$ cat src/design/rthlc_pkg.sv
// rthlc_pkg: shared types and constants for the rgb to hue led code converter
// no dependencies; used by rthlc_front, rthlc_back and rgb_to_hue_led_code_core
`default_nettype none

package rthlc_pkg;

  localparam logic [7:0] BUTTON_LED_COUNT = 8'd58;
  localparam logic [7:0] LAST_LIGHT_ID    = 8'(57 + 25 + 16);
  localparam logic [7:0] HUE_LED_ID       = 8'd5;
  localparam logic [5:0] HUE_SCALE        = 6'd43;
  localparam logic [7:0] HUE_BASE_R       = 8'd0;
  localparam logic [7:0] HUE_BASE_G       = 8'd85;
  localparam logic [7:0] HUE_BASE_B       = 8'd171;
  localparam logic [7:0] CODE_GREY        = 8'hFF;
  localparam logic [7:0] CODE_BLACK       = 8'h00;
  localparam int         BRIGHT_LSB       = 27;
  localparam int         NUM_W            = 14;
  localparam int         QUO_W            = 6;

  typedef struct packed {
    logic [7:0]  led_id;
    logic [31:0] color_word;
  } in_item_t;

  typedef struct packed {
    logic       accepted;
    logic       bank;
    logic [5:0] led_index;
    logic [7:0] led_byte;
  } out_item_t;

  // classified request as it leaves the front
  typedef struct packed {
    logic       accepted;
    logic       bank;
    logic [5:0] led_index;
    logic       use_hue;
    logic [1:0] low_bits;
    logic [7:0] raw_byte;
    logic       is_black;
    logic       is_grey;
    logic [7:0] base;
    logic       neg;
    logic [7:0] mag;
    logic [7:0] span;
  } work_t;

  typedef struct packed {
    work_t            w;
    logic [NUM_W-1:0] rem;
    logic [QUO_W-1:0] quo;
  } div_t;

  // one restoring division step against a pre-shifted divisor
  function automatic logic [NUM_W:0] div_bit(logic [NUM_W-1:0] rem,
                                             logic [NUM_W-1:0] dsh);
    logic ge;
    ge = (rem >= dsh);
    return {ge, ge ? rem - dsh : rem};
  endfunction

endpackage

`default_nettype wire

$ cat src/design/rgb_to_hue_led_code_core.sv
// rgb_to_hue_led_code_core: top level of the colour word to led code converter
// depends on rthlc_pkg, rthlc_front, rthlc_back
//
//   channel   handshake        payload
//   request   push / full      item   (led_id, color_word)
//   result    empty / pop      result (accepted, bank, led_index, led_byte)
//
// one request per cycle sustained while pop keeps up with the results
// each request gives exactly one result, passing the front queue, scale stage,
// three division stages of two quotient bits each into the result queue
// full rises only when the two-entry front queue holds two requests
// a stalled pop freezes the division pipe once its last stage is held
// rst is synchronous and empties both queues and the pipe
`default_nettype none

module rgb_to_hue_led_code_core (
  input  wire logic                  clk,
  input  wire logic                  rst,
  input  wire logic                  push,
  output logic                       full,
  input  wire rthlc_pkg::in_item_t   item,
  output logic                       empty,
  input  wire logic                  pop,
  output rthlc_pkg::out_item_t       result
);

  logic             take;
  logic             work_valid;
  rthlc_pkg::work_t work;

  rthlc_front u_front (
    .clk        (clk),
    .rst        (rst),
    .push       (push),
    .full       (full),
    .item       (item),
    .take       (take),
    .work_valid (work_valid),
    .work       (work)
  );

  rthlc_back u_back (
    .clk        (clk),
    .rst        (rst),
    .work_valid (work_valid),
    .work       (work),
    .take       (take),
    .empty      (empty),
    .pop        (pop),
    .result     (result)
  );

endmodule

`default_nettype wire

$ cat src/design/rthlc_front.sv
// rthlc_front: accepts requests, classifies id and colour, holds a two-entry queue
// depends on rthlc_pkg
`default_nettype none

module rthlc_front (
  input  wire logic              clk,
  input  wire logic              rst,
  input  wire logic              push,
  output logic                   full,
  input  wire rthlc_pkg::in_item_t item,
  input  wire logic              take,
  output logic                   work_valid,
  output rthlc_pkg::work_t       work
);

  logic [7:0] r, g, b, hi, lo, id;
  logic [4:0] bright;
  logic signed [8:0] diff;
  logic [8:0] diff_abs;
  rthlc_pkg::work_t cls;
  rthlc_pkg::work_t e0, e1;
  logic [1:0] cnt, cnt_next;
  logic push_fire, pop_fire;

  always_comb begin
    id     = item.led_id;
    r      = item.color_word[23:16];
    g      = item.color_word[15:8];
    b      = item.color_word[7:0];
    bright = item.color_word[rthlc_pkg::BRIGHT_LSB +: 5];
    hi     = (r > g) ? r : g;
    hi     = (b > hi) ? b : hi;
    lo     = (r < g) ? r : g;
    lo     = (b < lo) ? b : lo;

    cls          = '0;
    cls.span     = hi - lo;
    cls.is_grey  = (hi == lo);
    cls.is_black = (item.color_word == 32'd0);
    if (hi == r) begin
      cls.base = rthlc_pkg::HUE_BASE_R;
      diff     = $signed({1'b0, g}) - $signed({1'b0, b});
    end else if (hi == g) begin
      cls.base = rthlc_pkg::HUE_BASE_G;
      diff     = $signed({1'b0, b}) - $signed({1'b0, r});
    end else begin
      cls.base = rthlc_pkg::HUE_BASE_B;
      diff     = $signed({1'b0, r}) - $signed({1'b0, g});
    end
    cls.neg  = diff[8];
    diff_abs = diff[8] ? 9'(-diff) : 9'(diff);
    cls.mag  = diff_abs[7:0];

    if (id <= rthlc_pkg::LAST_LIGHT_ID) begin
      cls.accepted = 1'b1;
      cls.bank     = (id >= rthlc_pkg::BUTTON_LED_COUNT);
      if (cls.bank) begin
        cls.led_index = 6'(id - rthlc_pkg::BUTTON_LED_COUNT);
        cls.use_hue   = 1'b1;
        cls.low_bits  = bright[1:0];
      end else begin
        cls.led_index = id[5:0];
        cls.use_hue   = (id == rthlc_pkg::HUE_LED_ID);
        cls.low_bits  = bright[3:2];
        cls.raw_byte  = {3'b000, bright};
      end
    end
  end

  assign full       = (cnt == 2'd2);
  assign push_fire  = push && !full;
  assign pop_fire   = take && (cnt != 2'd0);
  assign work_valid = (cnt != 2'd0);
  assign work       = e0;
  assign cnt_next   = cnt + {1'b0, push_fire} - {1'b0, pop_fire};

  always_ff @(posedge clk) begin
    if (rst) begin
      cnt <= 2'd0;
    end else begin
      cnt <= cnt_next;
    end
  end

  always_ff @(posedge clk) begin
    if (pop_fire) begin
      if (cnt == 2'd2) begin
        e0 <= e1;
      end else begin
        e0 <= cls;
      end
      e1 <= cls;
    end else if (push_fire) begin
      if (cnt == 2'd0) begin
        e0 <= cls;
      end else begin
        e1 <= cls;
      end
    end
  end

endmodule

`default_nettype wire

$ cat src/design/rthlc_back.sv
// rthlc_back: scale, pipelined hue division, code byte assembly and result queue
// depends on rthlc_pkg
`default_nettype none

module rthlc_back (
  input  wire logic              clk,
  input  wire logic              rst,
  input  wire logic              work_valid,
  input  wire rthlc_pkg::work_t  work,
  output logic                   take,
  output logic                   empty,
  input  wire logic              pop,
  output rthlc_pkg::out_item_t   result
);

  localparam int NW = rthlc_pkg::NUM_W;

  logic [4:1] v;
  rthlc_pkg::div_t s1, s2, s3, s4;
  rthlc_pkg::div_t n1, n2, n3, n4;
  logic [NW:0] a, c;
  logic [7:0] h, code;
  rthlc_pkg::out_item_t fin, o0, o1;
  logic [1:0] ocnt, ocnt_next;
  logic adv, opush, opop, ocan;

  // two quotient bits per stage, shifts 5..4, 3..2, 1..0
  always_comb begin
    n1     = '0;
    n1.w   = work;
    n1.rem = NW'(work.mag) * NW'(rthlc_pkg::HUE_SCALE);

    n2 = s1;
    a  = rthlc_pkg::div_bit(s1.rem, NW'({s1.w.span, 5'b0}));
    c  = rthlc_pkg::div_bit(a[NW-1:0], NW'({s1.w.span, 4'b0}));
    n2.rem      = c[NW-1:0];
    n2.quo[5:4] = {a[NW], c[NW]};

    n3 = s2;
    a  = rthlc_pkg::div_bit(s2.rem, NW'({s2.w.span, 3'b0}));
    c  = rthlc_pkg::div_bit(a[NW-1:0], NW'({s2.w.span, 2'b0}));
    n3.rem      = c[NW-1:0];
    n3.quo[3:2] = {a[NW], c[NW]};

    n4 = s3;
    a  = rthlc_pkg::div_bit(s3.rem, NW'({s3.w.span, 1'b0}));
    c  = rthlc_pkg::div_bit(a[NW-1:0], NW'(s3.w.span));
    n4.rem      = c[NW-1:0];
    n4.quo[1:0] = {a[NW], c[NW]};
  end

  always_comb begin
    if (s4.w.neg) begin
      h = s4.w.base - {2'b00, s4.quo};
    end else begin
      h = s4.w.base + {2'b00, s4.quo};
    end
    code = {4'b0000, h[7:4]} + 8'd1;
    if (s4.w.is_grey) begin
      code = rthlc_pkg::CODE_GREY;
    end
    if (s4.w.is_black) begin
      code = rthlc_pkg::CODE_BLACK;
    end
    fin.accepted  = s4.w.accepted;
    fin.bank      = s4.w.bank;
    fin.led_index = s4.w.led_index;
    fin.led_byte  = s4.w.use_hue ? {code[5:0], s4.w.low_bits} : s4.w.raw_byte;
  end

  assign opop      = pop && (ocnt != 2'd0);
  assign ocan      = (ocnt != 2'd2) || opop;
  assign adv       = !v[4] || ocan;
  assign opush     = v[4] && adv;
  assign take      = adv;
  assign empty     = (ocnt == 2'd0);
  assign result    = o0;
  assign ocnt_next = ocnt + {1'b0, opush} - {1'b0, opop};

  always_ff @(posedge clk) begin
    if (rst) begin
      v    <= '0;
      ocnt <= 2'd0;
    end else begin
      ocnt <= ocnt_next;
      if (adv) begin
        v <= {v[3:1], work_valid};
      end
    end
  end

  always_ff @(posedge clk) begin
    if (adv) begin
      s1 <= n1;
      s2 <= n2;
      s3 <= n3;
      s4 <= n4;
    end
  end

  always_ff @(posedge clk) begin
    if (opop) begin
      if (ocnt == 2'd2) begin
        o0 <= o1;
      end else begin
        o0 <= fin;
      end
      o1 <= fin;
    end else if (opush) begin
      if (ocnt == 2'd0) begin
        o0 <= fin;
      end else begin
        o1 <= fin;
      end
    end
  end

endmodule

`default_nettype wire
$ cat config.mk
export PLATFORM = sky130hd
export DESIGN_NAME = rgb_to_hue_led_code_core
export DESIGN_NICKNAME = d
export VERILOG_FILES = /design/src/design/rthlc_pkg.sv /design/src/design/rgb_to_hue_led_code_core.sv /design/src/design/rthlc_front.sv /design/src/design/rthlc_back.sv
export SDC_FILE = /design/constraint.sdc
export NUM_CORES = 1
export LEC_CHECK = 0
export BUFFER_PORTS_ARGS = -buffer_cell sky130_fd_sc_hd__buf_4
export CAP_MARGIN = 20
export CORE_MARGIN = 2
export CORE_UTILIZATION = 63
export DETAILED_ROUTE_END_ITERATION = 8
export GPL_TIMING_DRIVEN = 0
export PLACE_DENSITY_LB_ADDON = 0.05
export SKIP_LAST_GASP = 1
export SYNTH_ARGS = -nofsm -noshare
export SYNTH_HDL_FRONTEND = slang
export SYNTH_SLANG_ARGS = --single-unit
$ cat constraint.sdc
create_clock -name clk -period 9 [get_ports clk]
set_clock_uncertainty 0.1 [all_clocks]
set_input_delay 0.9 -clock clk [delete_from_list [all_inputs] [get_ports clk]]
set_output_delay 0.9 -clock clk [all_outputs]
set_load 0.05 [all_outputs]
==> flow_metrics.tcl <==
set metrics [dict create \
    status "complete, no violations" \
    fmax_mhz 131 \
    netlist.area_leader.share_pct 49.5 \
    drc 0 \
    synth_compound_area_share_pct 11.1 \
    utilization_pct 71.4 \
    hold_viol 0 \
    dieWidth_um 166 \
    dr.pass1.iters 5 \
    ctsResizeCount 0 \
    area_growth_pct 11.7 \
    hpwlAfterDp_mm 24.7 \
    gp_congestion 0.951 \
    portBuffers 61 \
    grt_pass1_vias 10300 \
    synth-xor-area-share_pct 5.21 \
    async_reset_ff_share_pct 0 \
    drive_above_1_share_pct 14.3 \
    final_nets 1705 \
    start_kind "primary input" \
    grt_util_all_layers_pct 23.6 \
    core_mm2 0.0260 \
    rsz0062_at_grt "false" \
    endpoint_kind "register" \
    vias 10700 \
    crit_type "in -> reg" \
    clockRootBuffer "clkbuf_16" \
    worstPathRequired_ns 9.19 \
    clock_latency_ns 0.55 \
    post_cts.repair.setup_buffers 0 \
    slew_violations 0 \
    ioPinCount 62 \
    antenna_found_initial 0 \
    ys_warn_count 0 \
    ys_seq_area_share_pct 50.5 \
    syn-mean-instance-area_um2 11.8 \
    cts_tree "done" \
    grt_overflow_total 0 \
    yosys.area_share.simple_pct 10.3 \
    synth_fa_ha_area_share_pct 12.9 \
    grt_pass1_wl_mm 53.0 \
    grt_max_degree 93 \
    finalSetupViolCount 0 \
    synth_edf_count 274 \
    wl_per_cell_um 17.6 \
    drtAntennaViolNets 0 \
    maxSlewHeadroom_pct 39.3 \
    clock_sinks 282 \
    ctsHoldBuffers 0 \
    fp.dieArea_mm2 0.0277 \
    synth.area.mux_share_pct 6.01 \
    crit_fanout 10 \
    clk_pin_slew_ns 0.06 \
    worstMarginPinSlew_ns 0.910 \
    syn_area_mm2 0.0166 \
    drtIter0Drc 642 \
    synth_top_family_by_area "adder cells" \
    synthesis.nets 1612 \
    synth_cells 1407 \
    synth_cell_types 79 \
    post-route-period-util_pct 84.7 \
    nFillCells 1884 \
    crit_top_cell "a21o_1" \
    ys_top_cells_by_area "edfxtp_1 (50%), ha_1 (11%), mux2_2 (4.1%), xnor2_1 (3.5%), inv_1 (3.1%)" \
    antenna_cells 0 \
    rows 59 \
    ctsLongestPathBuffers 3 \
    initial_utilization_pct 63.9 \
    cp_data_arrival_time_ns 7.81 \
    fin_crit_ns 7.62 \
    synth_top_area_cell "edfxtp_1" \
    hp-class "reg -> reg" \
    die_h_um 166 \
    htree_levels 1 \
    yosys_register_bits 282 \
    seq_area_mm2 0.00839 \
    maxCapViolations 0 \
    cts_made_buffers 28 \
    crit_slowest_cell "a21oi_1" \
    vias_per_cell 5.75 \
    multi_input_area_mm2 0.00758 \
    worst_path_largest_cell_delay_ns 0.74 \
    ys.flop_type "edfxtp_1" \
    drt-total-wl_mm 32.8 \
]
-- worst max-delay path, delay by kind of cell --
family / cells / cell delay, ns
compound gates: 13 / 3.55
xor+xnor: 1 / 0.12
fa+ha+maj: 3 / 0.87
buf+inv: 5 / 0.84
mux: 2 / 0.71
simple gates: 5 / 0.80
-- per-layer routing --
| layer | vias to the layer above | GRT usage, % | share of wire (%) |
|---|---|---|---|
| met5 | - | 0 | 0 |
| met4 | 0 | 6.30 | 2.4 |
| met3 | 63 | 2.62 | 4.1 |
| met2 | 229 | 39.9 | 48 |
| met1 | 5046 | 33.0 | 46 |
| li1 | 5336 | - | - |
-- state kept, by name, indices dropped and copies added, names as in the netlist --
signal and flops:
u_back.fin 8, u_front.cnt 2, u_back.v 4, u_back.result 16, u_back.s3 14, u_back.n2 30, u_front.work 38, u_back.o1 16
u_back.s1 14, u_back.s4 20, u_back.n3 32, u_back.s2 14, u_back.ocnt 2, u_front.e1 38, u_back.n4 34
-- cells in the final DEF (no fill, tap or decap), drive strengths merged, types with 14 or more instances in the layout --
cell type and instances:
inv 144, xnor2 70, nand2 82, mux2i 24, o21ai 47, nand4 21
nor2b 21, a21o 34, nor2 90, a31oi 14, fa 18, nand2b 19
nand3 21, nor3 15, a21oi 103, and2 20, xor2 25, ha 143
edfxtp 274, mux2 63, nor4 16, buf 69, clkbuf 50, o21bai 18
-- final timing paths --
check	from	end	depth (start not counted)	slack [ns]
max reg2reg	u_back.n3[21]$_DFFE_PP_	u_back.s3[12]$_DFFE_PP_	26	2.85
min	u_back.n3[37]$_DFFE_PP_	u_back.n4[37]$_DFFE_PP_	0	0.30
max	item[12]	u_front.work[7]$_DFFE_PP_	29	1.38
min reg2reg	u_back.n3[37]$_DFFE_PP_	u_back.n4[37]$_DFFE_PP_	0	0.30
-- per-stage QoR --
stage / setup WS (ns) / TNS (ns) / instance area (um^2) / hold WS (ns) / cells
4_1_cts: 1.44 / 0 / 18600 / 0.304 / 1857
5_1_grt: 0.784 / 0 / 18600 / 0.309 / 1857
2_1_floorplan: 1.98 / 0 / 16600 / 0.300 / 1407
3_5_place_dp: 0.894 / 0 / 17600 / 0.305 / 1805
6_report: 1.38 / 0 / 18600 / 0.302 / 1857
3_3_place_gp: -0.234 / -1.64 / 17500 / 0.300 / 1803
-- logic make-up (layout without fill, tap and decap cells) --
group,Yosys count,count (layout)
flops,282,282
fa+ha+maj,161,161
compound gates,283,283
simple gates,330,330
mux,87,87
xor+xnor,95,95
buf+inv,169,284
-- cell type report --
type	count	area share (%)
Buffer	25	0.614
Clock buffer	31	3.84
Clock inverter	21	1.53
Inverter	144	2.95
Multi-Input combinational cell	956	40.8
Sequential cell	282	45.2
Tap cell	335	2.26
Timing Repair Buffer	63	2.76
-- cells in the mapped netlist, types with 10 or more instances --
cell type / count
fa_1: 18
o21ai_0: 42
inv_1: 139
mux2i_1: 20
nand2_1: 82
a21o_1: 34
xnor2_1: 67
nand4_1: 18
ha_1: 143
edfxtp_1: 274
nor4_1: 15
xor2_1: 25
nor2_1: 89
nand3_1: 17
nand2b_1: 19
nor3_1: 15
o21bai_1: 18
mux2_2: 61
a31oi_1: 14
o31ai_1: 10
clkbuf_1: 19
and2_1: 19
a21oi_1: 98
nor2b_1: 21
Power is left out: the tool's default activity adds up to more than one toggle a clock period on the data nets, which glitch-free logic cannot reach.
